## config.mk

```make
export PLATFORM = sky130hd
export DESIGN_NAME = humidity_temperature_conversion_unit
export DESIGN_NICKNAME = d
export VERILOG_FILES = /design/src/rtl/core/htc_pkg.sv /design/src/rtl/core/htc_ctrl.sv /design/src/rtl/core/htc_datapath.sv /design/src/rtl/core/humidity_temperature_conversion_unit.sv
export SDC_FILE = /design/constraint.sdc
export NUM_CORES = 2
export LEC_CHECK = 0
export BUFFER_PORTS_ARGS = -buffer_cell sky130_fd_sc_hd__buf_4
export CORE_AREA = 4 4 313 315
export CTS_BUF_LIST = sky130_fd_sc_hd__clkbuf_4
export DETAILED_ROUTE_END_ITERATION = 10
export DIE_AREA = 0 0 317 319
export PLACE_DENSITY = 0.48
export SYNTH_ARGS = -nofsm -noshare
export SYNTH_HDL_FRONTEND = slang
export SYNTH_SLANG_ARGS = --single-unit
```

## constraint.sdc

```tcl
create_clock -name clk -period 17.9 [get_ports clk]
set_input_delay 0 -clock clk [delete_from_list [all_inputs] [get_ports clk]]
set_output_delay 0 -clock clk [all_outputs]
set_load 0.01 [all_outputs]
```

## src/rtl/core/htc_pkg.sv

```systemverilog
// Shared types, codes and defaults for the humidity and temperature conversion unit
`timescale 1ns / 1ps

package htc_pkg;

    // default number of fractional bits in the fixed-point coefficients
    localparam int COEF_FRAC_BITS_DEF = 16;

    // request payload
    typedef struct packed {
        logic        operation;
        logic [15:0] raw_word;
    } in_t;

    // result payload
    typedef struct packed {
        logic               kind;
        logic signed [11:0] reading;
        logic               saturated;
    } out_t;

    // datapath step codes
    typedef enum logic [3:0] {
        DP_NOP      = 4'd0,
        DP_SQ       = 4'd1,
        DP_A2       = 4'd2,
        DP_A1       = 4'd3,
        DP_LIN      = 4'd4,
        DP_Q1       = 4'd5,
        DP_MQ       = 4'd6,
        DP_D        = 4'd7,
        DP_RQ       = 4'd8,
        DP_HUM_OUT  = 4'd9,
        DP_TEMP_OUT = 4'd10
    } dp_op_t;

    // controller to datapath
    typedef struct packed {
        logic   capture;
        dp_op_t op;
    } cmd_t;

    // datapath to controller
    typedef struct packed {
        logic out_free;
    } status_t;

endpackage

```

## src/rtl/core/htc_ctrl.sv

```systemverilog
// Sequencing state machine for the conversion unit
`timescale 1ns / 1ps

module htc_ctrl (
    input  logic             clk,
    input  logic             rst_n,
    input  logic             req_valid,
    input  logic             req_operation,
    output logic             req_ready,
    output htc_pkg::cmd_t    cmd,
    input  htc_pkg::status_t status
);

    typedef enum logic [10:0] {
        ST_IDLE = 11'b00000000001,
        ST_SQ   = 11'b00000000010,
        ST_A2   = 11'b00000000100,
        ST_A1   = 11'b00000001000,
        ST_LIN  = 11'b00000010000,
        ST_Q1   = 11'b00000100000,
        ST_MQ   = 11'b00001000000,
        ST_D    = 11'b00010000000,
        ST_RQ   = 11'b00100000000,
        ST_HOUT = 11'b01000000000,
        ST_TOUT = 11'b10000000000
    } state_t;

    state_t state_reg;
    state_t state_next;

    assign req_ready = (state_reg == ST_IDLE);

    // next state and datapath command
    always_comb
    begin
        state_next  = state_reg;
        cmd.capture = 1'b0;
        cmd.op      = htc_pkg::DP_NOP;
        case (state_reg)
            ST_IDLE:
            begin
                cmd.capture = req_valid;
                if (req_valid)
                begin
                    state_next = req_operation ? ST_SQ : ST_TOUT;
                end
            end
            ST_SQ:
            begin
                cmd.op     = htc_pkg::DP_SQ;
                state_next = ST_A2;
            end
            ST_A2:
            begin
                cmd.op     = htc_pkg::DP_A2;
                state_next = ST_A1;
            end
            ST_A1:
            begin
                cmd.op     = htc_pkg::DP_A1;
                state_next = ST_LIN;
            end
            ST_LIN:
            begin
                cmd.op     = htc_pkg::DP_LIN;
                state_next = ST_Q1;
            end
            ST_Q1:
            begin
                cmd.op     = htc_pkg::DP_Q1;
                state_next = ST_MQ;
            end
            ST_MQ:
            begin
                cmd.op     = htc_pkg::DP_MQ;
                state_next = ST_D;
            end
            ST_D:
            begin
                cmd.op     = htc_pkg::DP_D;
                state_next = ST_RQ;
            end
            ST_RQ:
            begin
                cmd.op     = htc_pkg::DP_RQ;
                state_next = ST_HOUT;
            end
            ST_HOUT:
            begin
                if (status.out_free)
                begin
                    cmd.op     = htc_pkg::DP_HUM_OUT;
                    state_next = ST_IDLE;
                end
            end
            ST_TOUT:
            begin
                if (status.out_free)
                begin
                    cmd.op     = htc_pkg::DP_TEMP_OUT;
                    state_next = ST_IDLE;
                end
            end
            default:
            begin
                state_next = ST_IDLE;
            end
        endcase
    end

    // state register
    always_ff @(posedge clk or negedge rst_n)
    begin
        if (!rst_n)
        begin
            state_reg <= ST_IDLE;
        end
        else
        begin
            state_reg <= state_next;
        end
    end

`ifndef SYNTH
    // a humidity request starts the multiply sequence right away
    a_hum_start: assert property (@(posedge clk) disable iff (!rst_n)
        req_valid && req_ready && req_operation |=> state_reg == ST_SQ)
        else $error("humidity request did not start the sequence");

    // a result is only written when the output register can take it
    a_out_free: assert property (@(posedge clk) disable iff (!rst_n)
        (cmd.op == htc_pkg::DP_HUM_OUT || cmd.op == htc_pkg::DP_TEMP_OUT)
        |-> status.out_free)
        else $error("result written over a pending result");
`endif

endmodule

```

## src/rtl/core/htc_datapath.sv

```systemverilog
// Fixed-point datapath with one shared multiplier and the result register
`timescale 1ns / 1ps

module htc_datapath #(
    parameter int COEF_FRAC_BITS = htc_pkg::COEF_FRAC_BITS_DEF
) (
    input  logic              clk,
    input  logic              rst_n,
    input  htc_pkg::in_t      req,
    input  htc_pkg::cmd_t     cmd,
    output htc_pkg::status_t  status,
    output logic              rsp_valid,
    input  logic              rsp_ready,
    output htc_pkg::out_t     rsp
);

    localparam int F   = COEF_FRAC_BITS;
    // accumulator holds signed Q11.F values, from -2048 up to just under 2048
    localparam int LW  = F + 12;
    localparam int MQW = F + 3;
    localparam int AW  = (LW > 26) ? LW : 26;
    localparam int BW  = MQW;
    localparam int PW  = AW + BW;

    // coefficient magnitudes, rounded to nearest
    localparam longint C_A0 = ((64'sd47844 <<< F) + 64'sd5000) / 64'sd10000;
    localparam longint C_A1 = ((64'sd4008 <<< F) + 64'sd5000) / 64'sd10000;
    localparam longint C_A2 = ((64'sd393 <<< F) + 64'sd50000) / 64'sd100000;
    localparam longint C_Q0 = ((64'sd1973 <<< F) + 64'sd5000) / 64'sd10000;
    localparam longint C_Q1 = ((64'sd237 <<< F) + 64'sd50000) / 64'sd100000;

    localparam logic signed [LW-1:0]  COEF_A0 = LW'(-C_A0);
    localparam logic signed [BW-1:0]  COEF_A1 = BW'(C_A1);
    localparam logic signed [BW-1:0]  COEF_A2 = BW'(-C_A2);
    localparam logic signed [MQW-1:0] COEF_Q0 = MQW'(C_Q0);
    localparam logic signed [BW-1:0]  COEF_Q1 = BW'(C_Q1);

    localparam logic signed [PW-1:0] HALF_8 = PW'(64'sd1 <<< 7);
    localparam logic signed [PW-1:0] HALF_4 = PW'(64'sd1 <<< 3);
    localparam logic signed [PW-1:0] HALF_5 = PW'(64'sd1 <<< 4);
    localparam logic signed [PW-1:0] HALF_F = PW'(64'sd1 <<< (F - 1));
    localparam logic signed [LW:0]   HALF_OUT = (LW + 1)'(64'sd1 <<< (F - 1));
    localparam logic signed [LW:0]   BIAS_OUT = (LW + 1)'((64'sd1 <<< F) - 64'sd1);

    localparam logic [15:0] LAST_TEMP_RESET = 16'd800;

    logic [15:0]              raw_reg;
    logic signed [PW-1:0]     prod_reg;
    logic signed [LW-1:0]     acc_reg;
    logic signed [LW-1:0]     acc_next;
    logic signed [MQW-1:0]    mq_reg;
    logic signed [15:0]       last_temp_reg;
    logic                     out_valid_reg;
    htc_pkg::out_t            out_reg;
    htc_pkg::out_t            out_next;

    logic signed [13:0]       hs;
    logic signed [16:0]       d;
    logic signed [LW-1:0]     hq;
    logic signed [AW-1:0]     mul_a;
    logic signed [BW-1:0]     mul_b;
    logic signed [PW-1:0]     mul_p;
    logic                     mul_en;
    logic signed [PW-1:0]     r8;
    logic signed [PW-1:0]     r4;
    logic signed [PW-1:0]     r5;
    logic signed [PW-1:0]     rf;
    logic signed [LW:0]       hsum;
    logic signed [LW:0]       hval;
    logic signed [15:0]       t;
    logic signed [16:0]       tsum;
    logic signed [16:0]       tval;
    logic signed [12:0]       val13;

    // saturate a 13-bit value to the 12-bit output range
    function automatic logic [12:0] clamp12(input logic signed [12:0] v);
        logic [12:0] r;
        if (v > 13'sd2047)
        begin
            r = {1'b1, 12'h7FF};
        end
        else if (v < -13'sd2048)
        begin
            r = {1'b1, 12'h800};
        end
        else
        begin
            r = {1'b0, v[11:0]};
        end
        return r;
    endfunction

    // fields of the captured word
    assign hs = $signed({2'b00, raw_reg[15:4]}) - 14'sd384;
    assign d  = 17'(last_temp_reg) - 17'sd960;
    assign hq = LW'(hs) <<< (F - 4);
    assign t  = $signed({2'b00, raw_reg[15:2]}) - 16'sd1600;

    // multiplier operand selection
    always_comb
    begin
        mul_a  = '0;
        mul_b  = '0;
        mul_en = 1'b1;
        case (cmd.op)
            htc_pkg::DP_SQ:
            begin
                mul_a = AW'(hs);
                mul_b = BW'(hs);
            end
            htc_pkg::DP_A2:
            begin
                mul_a = $signed(prod_reg[AW-1:0]);
                mul_b = COEF_A2;
            end
            htc_pkg::DP_A1:
            begin
                mul_a = AW'(hs);
                mul_b = COEF_A1;
            end
            htc_pkg::DP_Q1:
            begin
                mul_a = AW'(acc_reg);
                mul_b = COEF_Q1;
            end
            htc_pkg::DP_D:
            begin
                mul_a = AW'(d);
                mul_b = mq_reg;
            end
            default:
            begin
                mul_en = 1'b0;
            end
        endcase
    end

    assign mul_p = mul_a * mul_b;

    // round half up of the registered product
    assign r8 = (prod_reg + HALF_8) >>> 8;
    assign r4 = (prod_reg + HALF_4) >>> 4;
    assign r5 = (prod_reg + HALF_5) >>> 5;
    assign rf = (prod_reg + HALF_F) >>> F;

    // final rounding, truncating toward zero
    assign hsum = (LW + 1)'(acc_reg) + HALF_OUT;
    assign hval = (hsum + (hsum[LW] ? BIAS_OUT : (LW + 1)'(0))) >>> F;
    assign tsum = 17'(t) + 17'sd16;
    assign tval = (tsum + (tsum[16] ? 17'sd31 : 17'sd0)) >>> 5;

    // accumulator and result selection
    always_comb
    begin
        acc_next = acc_reg;
        val13    = 13'(tval);
        out_next = out_reg;
        case (cmd.op)
            htc_pkg::DP_A1:
            begin
                acc_next = LW'(r8);
            end
            htc_pkg::DP_LIN:
            begin
                acc_next = hq - (acc_reg + LW'(r4) + COEF_A0);
            end
            htc_pkg::DP_RQ:
            begin
                acc_next = acc_reg + LW'(r5);
            end
            htc_pkg::DP_HUM_OUT:
            begin
                val13         = 13'(hval);
                out_next.kind = 1'b1;
                {out_next.saturated, out_next.reading} = clamp12(val13);
            end
            htc_pkg::DP_TEMP_OUT:
            begin
                out_next.kind = 1'b0;
                {out_next.saturated, out_next.reading} = clamp12(val13);
            end
            default:
            begin
                acc_next = acc_reg;
            end
        endcase
    end

    // working registers
    always_ff @(posedge clk)
    begin
        if (cmd.capture)
        begin
            raw_reg <= req.raw_word;
        end
        if (mul_en)
        begin
            prod_reg <= mul_p;
        end
        if (cmd.op == htc_pkg::DP_MQ)
        begin
            mq_reg <= MQW'(rf) + COEF_Q0;
        end
        acc_reg <= acc_next;
        out_reg <= out_next;
    end

    // last temperature and result valid
    always_ff @(posedge clk or negedge rst_n)
    begin
        if (!rst_n)
        begin
            last_temp_reg <= LAST_TEMP_RESET;
            out_valid_reg <= 1'b0;
        end
        else
        begin
            if (cmd.op == htc_pkg::DP_TEMP_OUT)
            begin
                last_temp_reg <= t;
            end
            if (cmd.op == htc_pkg::DP_HUM_OUT || cmd.op == htc_pkg::DP_TEMP_OUT)
            begin
                out_valid_reg <= 1'b1;
            end
            else if (rsp_ready)
            begin
                out_valid_reg <= 1'b0;
            end
        end
    end

    assign status.out_free = !out_valid_reg || rsp_ready;
    assign rsp_valid       = out_valid_reg;
    assign rsp             = out_reg;

`ifndef SYNTH
    // the stored temperature only moves on a temperature result
    a_temp_hold: assert property (@(posedge clk) disable iff (!rst_n)
        !$stable(last_temp_reg) |-> $past(cmd.op) == htc_pkg::DP_TEMP_OUT)
        else $error("last temperature changed outside a temperature result");

    // a temperature result shows up tagged as temperature
    a_temp_out: assert property (@(posedge clk) disable iff (!rst_n)
        cmd.op == htc_pkg::DP_TEMP_OUT |=> rsp_valid && !rsp.kind)
        else $error("temperature result missing or mistagged");

    // a humidity result shows up tagged as humidity
    a_hum_out: assert property (@(posedge clk) disable iff (!rst_n)
        cmd.op == htc_pkg::DP_HUM_OUT |=> rsp_valid && rsp.kind)
        else $error("humidity result missing or mistagged");
`endif

endmodule

```

## src/rtl/core/humidity_temperature_conversion_unit.sv

```systemverilog
// Top level of the humidity and temperature conversion unit
`timescale 1ns / 1ps

// Converts raw sensor words to rounded degrees Celsius or percent relative
// humidity. A temperature request (operation 0) uses the top 14 bits of
// raw_word, updates the stored last temperature and presents its result
// after the output write. A humidity request (operation 1) uses the top 12
// bits, applies the quadratic linearization and the temperature correction
// from the last temperature (25 degC after reset), and presents its result
// after eight datapath steps (five products run in turn through one shared
// multiplier plus three accumulate and rounding steps) and the output write.
// After either, the next request can be taken once the controller is back
// in idle. One request is worked on at a time; a finished result waits in
// the output register while the next request is accepted, and the next
// result write stalls until that register is free. Values outside
// -2048..2047 are clamped and flagged in saturated.
module humidity_temperature_conversion_unit #(
    parameter int COEF_FRAC_BITS = htc_pkg::COEF_FRAC_BITS_DEF
) (
    input  logic          clk,
    input  logic          rst_n,
    input  logic          req_valid,
    output logic          req_ready,
    input  htc_pkg::in_t  req,
    output logic          rsp_valid,
    input  logic          rsp_ready,
    output htc_pkg::out_t rsp
);

    htc_pkg::cmd_t    cmd;
    htc_pkg::status_t status;

    // sequencer
    htc_ctrl u_ctrl (
        .clk           (clk),
        .rst_n         (rst_n),
        .req_valid     (req_valid),
        .req_operation (req.operation),
        .req_ready     (req_ready),
        .cmd           (cmd),
        .status        (status)
    );

    // arithmetic and result register
    htc_datapath #(
        .COEF_FRAC_BITS (COEF_FRAC_BITS)
    ) u_datapath (
        .clk       (clk),
        .rst_n     (rst_n),
        .req       (req),
        .cmd       (cmd),
        .status    (status),
        .rsp_valid (rsp_valid),
        .rsp_ready (rsp_ready),
        .rsp       (rsp)
    );

endmodule
```

# Word level (Yosys, flattened, before mapping)
# Cells that the tools add are included.
# Widths: inputs -> output; s select.
[word_totals]
n_memories = 0
romBits = 0
output_inout_bits = 16
wordCells = 85
inputBits = 21
ff_bits = 140
ram_bits = 0
latchBits = 0
[classes]
n_eq_ne = 23
add_sub_neg = 16
order_cmp = 4
div_mod_pow = 0
n_bitwise = 0
reduce_logical = 10
n_mux = 21
n_mul = 1
shifts = 0
[ops]
columns = ["op", "count"]
rows = [
  ["$pmux 28 s4", 1],
  ["$pmux 11 s10", 1],
  ["$pmux 19 s5", 1],
  ["$pmux 28 s3", 1],
  ["$add 28x28->28", 2],
  ["$mux 13", 4],
  ["$pmux 4 s10", 1],
  ["$add 36x9->36 const B", 1],
  ["$mul 28x19->36", 1],
  ["$add 35x17->35 const B", 1],
  ["$add 33x6->33 const B", 1],
  ["$mux 11", 3],
  ["$add 32x5->32 const B", 1],
  ["$add 28x17->29 const B", 1],
  ["$add 29x29->29", 1],
  ["$add 28x20->28 const B", 1],
  ["$pmux 14 s2", 1],
  ["$sub 25x28->28", 1],
  ["$add 19x15->19 const B", 1],
  ["$add 17x6->17", 1],
  ["$add 15x6->16 const B", 1],
  ["$eq 4x3->1 const B", 4],
  ["$mux 16", 1],
  ["$sub 15x11->16 const B", 1],
  ["32 further kinds", 42],
]

# Logic depth before layout (Yosys ltp)
[logic_depth]
ltp_word = 8
mapped_depth = 37
ltp_nobuf = 33

# Cells and area by module
# A second synthesis with hierarchy kept.
[unflattened]
cells_unflattened = 3286
area_unflattened_um2 = 28417.3
[by_module_without_submodules]
columns = ["module", "instances", "cells_each", "seq_area_each_um2", "area_each_um2"]
rows = [
  ["htc_datapath", 1, 3200, 3737.3, 27646.5],
  ["htc_ctrl", 1, 86, 276.5, 770.7],
]

# Least setup slack after synthesis
# OpenSTA, ideal clock, no wires.
[synth_path]
path_type = "register to register"
startpoint = "register u_ctrl.state_reg[7]"
endpoint = "register u_datapath.prod_reg[35] (data pin)"
arrival_time_ps = 8336
n_path_buf = 4
stages_incl_launch_ff = 35
t_required_ps = 17642
period_less_slack_ps = 8594
setup_time_ps = 258
setup_slack_ps = 9306
cell_sequence = "dfrtp_1 buf_2 nor4_4 nand2_4 o311a_4 nor3_4 buf_6 clkbuf_1 nand2_1 nand3_1 clkbuf_1 nand2_1 fa_1 inv_1 fa_1 inv_1 fa_1 inv_1 fa_1 inv_1 fa_1 inv_1 fa_1 ha_1 ha_1 a21o_1 a21oi_1 o21a_1 o22ai_1 nor4b_1 o31ai_1 a211oi_1 nor2_1 a31oi_1 xnor2_1"
[synth_via]
elab_chain_cells = 6
word_cells_on_any_way = 20
classes_between = "mul: 1; eq/ne: 15; mux: 3; reduce/logical: 1"
[synth_lines]
columns = ["element", "line", "text"]
rows = [
  ["from (decl)", "htc_ctrl.sv:28", "state_t state_reg;"],
  ["from (signal assigned)", "htc_ctrl.sv:120", "state_reg <= state_next;"],
  ["$eq 11x11->1, or another cell as far along", "htc_ctrl.sv:39", "case (state_reg)"],
  ["$pmux 4 s10 (*)", "htc_ctrl.sv:39", ""],
  ["$eq 4x1->1 or $eq 4x2->1 (tied branches)", "htc_datapath.sv:105", "case (cmd.op)"],
  ["$reduce_or 2->1 (no source line)", "n/a", ""],
  ["$pmux 28 s4", "htc_datapath.sv:105", ""],
  ["$mul 28x19->36 (*)", "htc_datapath.sv:138", "assign mul_p = mul_a * mul_b;"],
  ["via u_datapath.mul_p[35]", "htc_datapath.sv:62", "logic signed [PW-1:0] mul_p;"],
  ["to (signal assigned)", "htc_datapath.sv:198", "prod_reg <= mul_p;"],
  ["to (decl)", "htc_datapath.sv:48", "logic signed [PW-1:0] prod_reg;"],
]
# The timed path passes the listed nets; every way through them passes the cells marked *.
# A chain may end at the register's enable or synchronous reset.

# Final worst setup path
[layout_path]
startpoint = "register u_ctrl.state_reg[1]"
endpoint = "register u_datapath.prod_reg[35] (data pin)"
# The elaborated chain is that of the path after synthesis.

==> results list <==
- Sequential fraction of design power: 23.2%
* Fraction of registers with async set or reset after synthesis: 19.6%
* First-pass GRT wire length: 145000 um
* Root Driver: clkbuf_4
* Clock slew at reported path FFs: 140 ps
- The synthesized netlist devotes 40.1% of its cell area to adder and majority cells.
- Vias after detailed routing: 22811
- Counting flops with a built-in enable in the synthesized netlist gives 111.
- Post-synth net total: 3928
- Max-slew violation count: 0
* Core Region: 94900 sq um
- In the synthesized netlist the dominant register cell turns out to be edfxtp_1.
- Counting flops and latches in the post-synthesis netlist gives 138.
- Comb power frac: 66.7%
* Tightest Pin Transition: 1230 ps
- Count of buffers inserted at the top-level ports: 34
- At the worst endpoint, the required time is 18350 ps.
- Average routed wire per standard cell: 21.5 um
- CTS tree: yes
- The worst setup path is captured at a register.
- Antenna viol nets, final: 0
- P_leak: 14.0 nW
- The worst setup path is of the reg -> reg kind.
* Setup-violating endpoint count in the final report: 0
- Post-synthesis mux area share: 0.194%
- Power spread over the standard cell area amounts to 77.1 nW/um^2.
* Grt ovf: 0
- Total of fill cells in the finished design: 9948
* Boundary Pins: 37
- Critical Path Source: u_ctrl.state_reg[1]
- Routability cong.: 0.929
- The floorplan step defined a die boundary enclosing 101000 sq um.
- Gate count of the mapped netlist: 3254
* Clk pwr share: 10.1%
* DRT Wirelength: 96800 um
* Clock skew: 34.3 ps
- The worst hold path begins at req[11].
* Switching pwr: 0.00126 W
* Die Y-Extent: 319 um
- Drt pass-1 iters: 6
- CP arrival: 10770 ps
- NumNets Final: 3894
- Entering global routing, the biggest net connects 44 pins.
* Final worst path period share: 57.6%
- P_int: 0.00109 W
* Max Clk Rate: 96.9 MHz
- In the final timing run, aggregate negative setup slack is 0 ps.
* DRC violations left: 0
- Standard-cell rows: 113
* CTS sink cnt: 138
- At the placement stage, the worst setup path has a slack of 7770 ps.
* Startpoint kind of the worst setup timing path: register
* Compound-Gate Fraction of Synth Area: 11.2%
- XOR/XNOR share of the synthesized area: 8.25%
* Starting DRT DRC Count: 1838
- The worst register-to-register path begins at u_ctrl.state_reg[1].
- Post-layout util: 32.2%
- After legalization and detailed placement, the total HPWL measured 77700 um.
- Max Fanout on Critical Path: 18
- For this run, the number of Yosys warnings is 0.
- Total number of H-tree levels: 4
* Total CTS buffers: 17
- Count of hold buffers inserted by post-cts repair: 22
- The flow ran to the end, and the final reports show no timing, DRC or antenna violations.
- Latest clock arrival within the worst-skew pair: 660 ps
- Unrepaired setup endpoints after global routing: false
- The initial antenna violation count came to 3.
- Area growth syn-to-layout: 7.73%
* All-Layer GR Usage: 19.2%
- Number of endpoints with negative hold slack in the final report: 0
- Of the total synthesized cell area, the portion taken by AND, OR, NAND and NOR gates is 16.8%.
- Ratio of cells with drive above 1 in the final layout: 5.69%
* Largest family of logic cells by synthesized area: adder cells
- After clock tree synthesis, the repair step resized 0 gates.
* Post CTS Setup Buffer Count: 0
- Buffers from clock root to sink, at most: 2
* Via count of the first global-routing pass: 22421
* Width of the chip: 317 um
- Once the floorplan was initialized, standard cells occupied 29.9% of the core.
- Syn Std Cell Area: 28300 sq um
* Final Critical Period: 10320 ps
- The tightest min-delay check is of the in -> reg type.
* Normalized max-slew margin: 17.8%
- Via density per instance: 5.07
* Synth unique cells: 103
* VDD IR max: 0.0403 mV
* Sequential element share of the synthesized area: 14.2%
- Syn_area_per_cell: 8.71 sq um
- In the post-route analysis, the smallest setup slack over all paths is 7580 ps.
- The tool flagged a number of max-cap violations equal to 0.
- Switching share of power: 53.6%
- Number of flip-flops in the largest register: 36
==> layout make-up <==
cell class	instances	area (sq um)	area share, %
multi-input cells	2434	21800	71.3
inverters	520	1950	6.39
well taps	1265	1580	5.18
repair buffers	109	883	2.89
flip-flops and latches	138	4010	13.1
clock buffers	19	143	0.467
diodes	2	5.00	0.0164
clock inverters	13	168	0.549
==> power groups by stage <==
| stage | Sequential (W) | Combinational (W) | Clock (W) |
|---|---|---|---|
| after global placement | 0.000550 | 0.00156 | 0 |
| after floorplan | 0.000465 | 0.00111 | 0 |
| final | 0.000546 | 0.00157 | 0.000238 |
| after global routing | 0.000549 | 0.00174 | 0.000258 |
| after CTS | 0.000542 | 0.00157 | 0.000245 |
| after detailed placement | 0.000547 | 0.00155 | 0 |
==> critical path, cell delays in order, from the launching register on <==
cell	delay [ps]
dfrtp_1	630
nor4_2	150
and4_1	400
a311oi_2	850
nor2_1	210
a21oi_1	280
o21a_1	970
nor2_1	150
fa_1	580
inv_1	50
fa_1	510
fa_1	540
inv_1	50
fa_1	460
fa_1	520
fa_1	540
inv_1	60
fa_1	490
inv_1	40
ha_1	390
a21o_1	140
a21oi_1	70
nor4b_1	190
o31ai_1	930
a211oi_1	210
nor2_1	300
a31oi_1	140
xnor2_1	250
==> metal layers <==
metal / wire length (um) / GRT usage [%] / vias to the layer above
li1: - / - / 10444
met1: 44700 / 27.7 / 11549
met2: 43900 / 30.2 / 703
met3: 5240 / 1.94 / 115
met4: 2970 / 5.93 / 0
met5: 0 / 0 / -
==> cells in the mapped netlist (9+ instances only) <==
library cell | count | share of area, %
inv_1 | 518 | 6.9
a21oi_1 | 128 | 2.3
nor3b_1 | 9 | 0.24
a221oi_1 | 10 | 0.31
o21a_1 | 22 | 0.58
a211oi_1 | 9 | 0.24
and4_1 | 18 | 0.56
nand2_1 | 434 | 5.7
ha_1 | 228 | 10
xnor2_1 | 166 | 5.1
xor2_1 | 94 | 2.9
or2_2 | 19 | 0.42
nand3_1 | 56 | 0.99
clkbuf_1 | 125 | 1.7
o21bai_1 | 11 | 0.29
dfrtp_1 | 23 | 2.0
edfxtp_1 | 111 | 12
and3_1 | 21 | 0.46
nor3_1 | 38 | 0.67
buf_2 | 18 | 0.32
a21o_1 | 64 | 1.7
o21ai_0 | 74 | 1.3
a31oi_1 | 19 | 0.42
nand4_1 | 35 | 0.77
a21boi_0 | 9 | 0.24
fa_1 | 425 | 30
nor2_1 | 301 | 4.0
and2_1 | 27 | 0.60
nor2b_1 | 15 | 0.33
a221o_1 | 15 | 0.53
a22oi_1 | 17 | 0.45
buf_1 | 14 | 0.19
or3_1 | 10 | 0.22
nand2b_1 | 22 | 0.49
==> worst paths after layout <==
path	end	slack (ps)	cells after the start
worst max-delay path	u_datapath.prod_reg[35]	7580	27
worst min-delay path	u_datapath.raw_reg[11]	80	2
worst max register to register	u_datapath.prod_reg[35]	7580	27
worst min register to register	u_datapath.last_temp_reg[5]	470	2
max in group asynchronous	u_datapath.last_temp_reg[13]	17290	4
min in group asynchronous	u_datapath.last_temp_reg[8]	430	3
==> cells in the final DEF, fill, tap and decap left out, types with 9 or more instances in the layout <==
master         count
inv_1            518
o21a_1            22
a21boi_0           9
dfrtp_1           23
a221oi_1          10
o21bai_1          11
a21oi_1          128
or3_1             10
xor2_1            94
edfxtp_1         111
or2_2             19
and2_1            27
a22oi_1           17
a21o_1            64
nand4_1           35
xnor2_1          166
nand2b_1          22
fa_1             425
nor3b_1            9
buf_4             87
ha_1             228
nand2_1          434
clkbuf_4          19
nand3_1           56
nor2_1           301
and4_1            18
nor2b_1           15
a211oi_1           9
a31oi_1           19
and3_1            21
o21ai_0           71
dlygate4sd3_1     21
nor3_1            38
a221o_1           15
==> through the flow <==
stage          hold slack (ps)  area, sq um  total power, W  std cells
4_1_cts                   16.1        30500         0.00236       4498
5_1_grt                   16.6        30500         0.00254       4500
6_report                  77.8        30500         0.00235       4500
3_3_place_gp             -40.5        30000         0.00211       4444
3_5_place_dp             -44.6        30000         0.00210       4444
2_1_floorplan             -296        28300         0.00157       3254
==> logic make-up (layout without fill, tap and decap cells) <==
logic type,after synthesis,after routing
AND/OR/NAND/NOR,1048,1048
adder cells (fa/ha/maj),653,653
other,0,2
XOR/XNOR,263,263
multiplexers,5,5
buffers and inverters,682,661
AO/OA/AOI/OAI,465,465
flip-flops,138,138
Note: power is estimated with default switching activity, not from simulation.
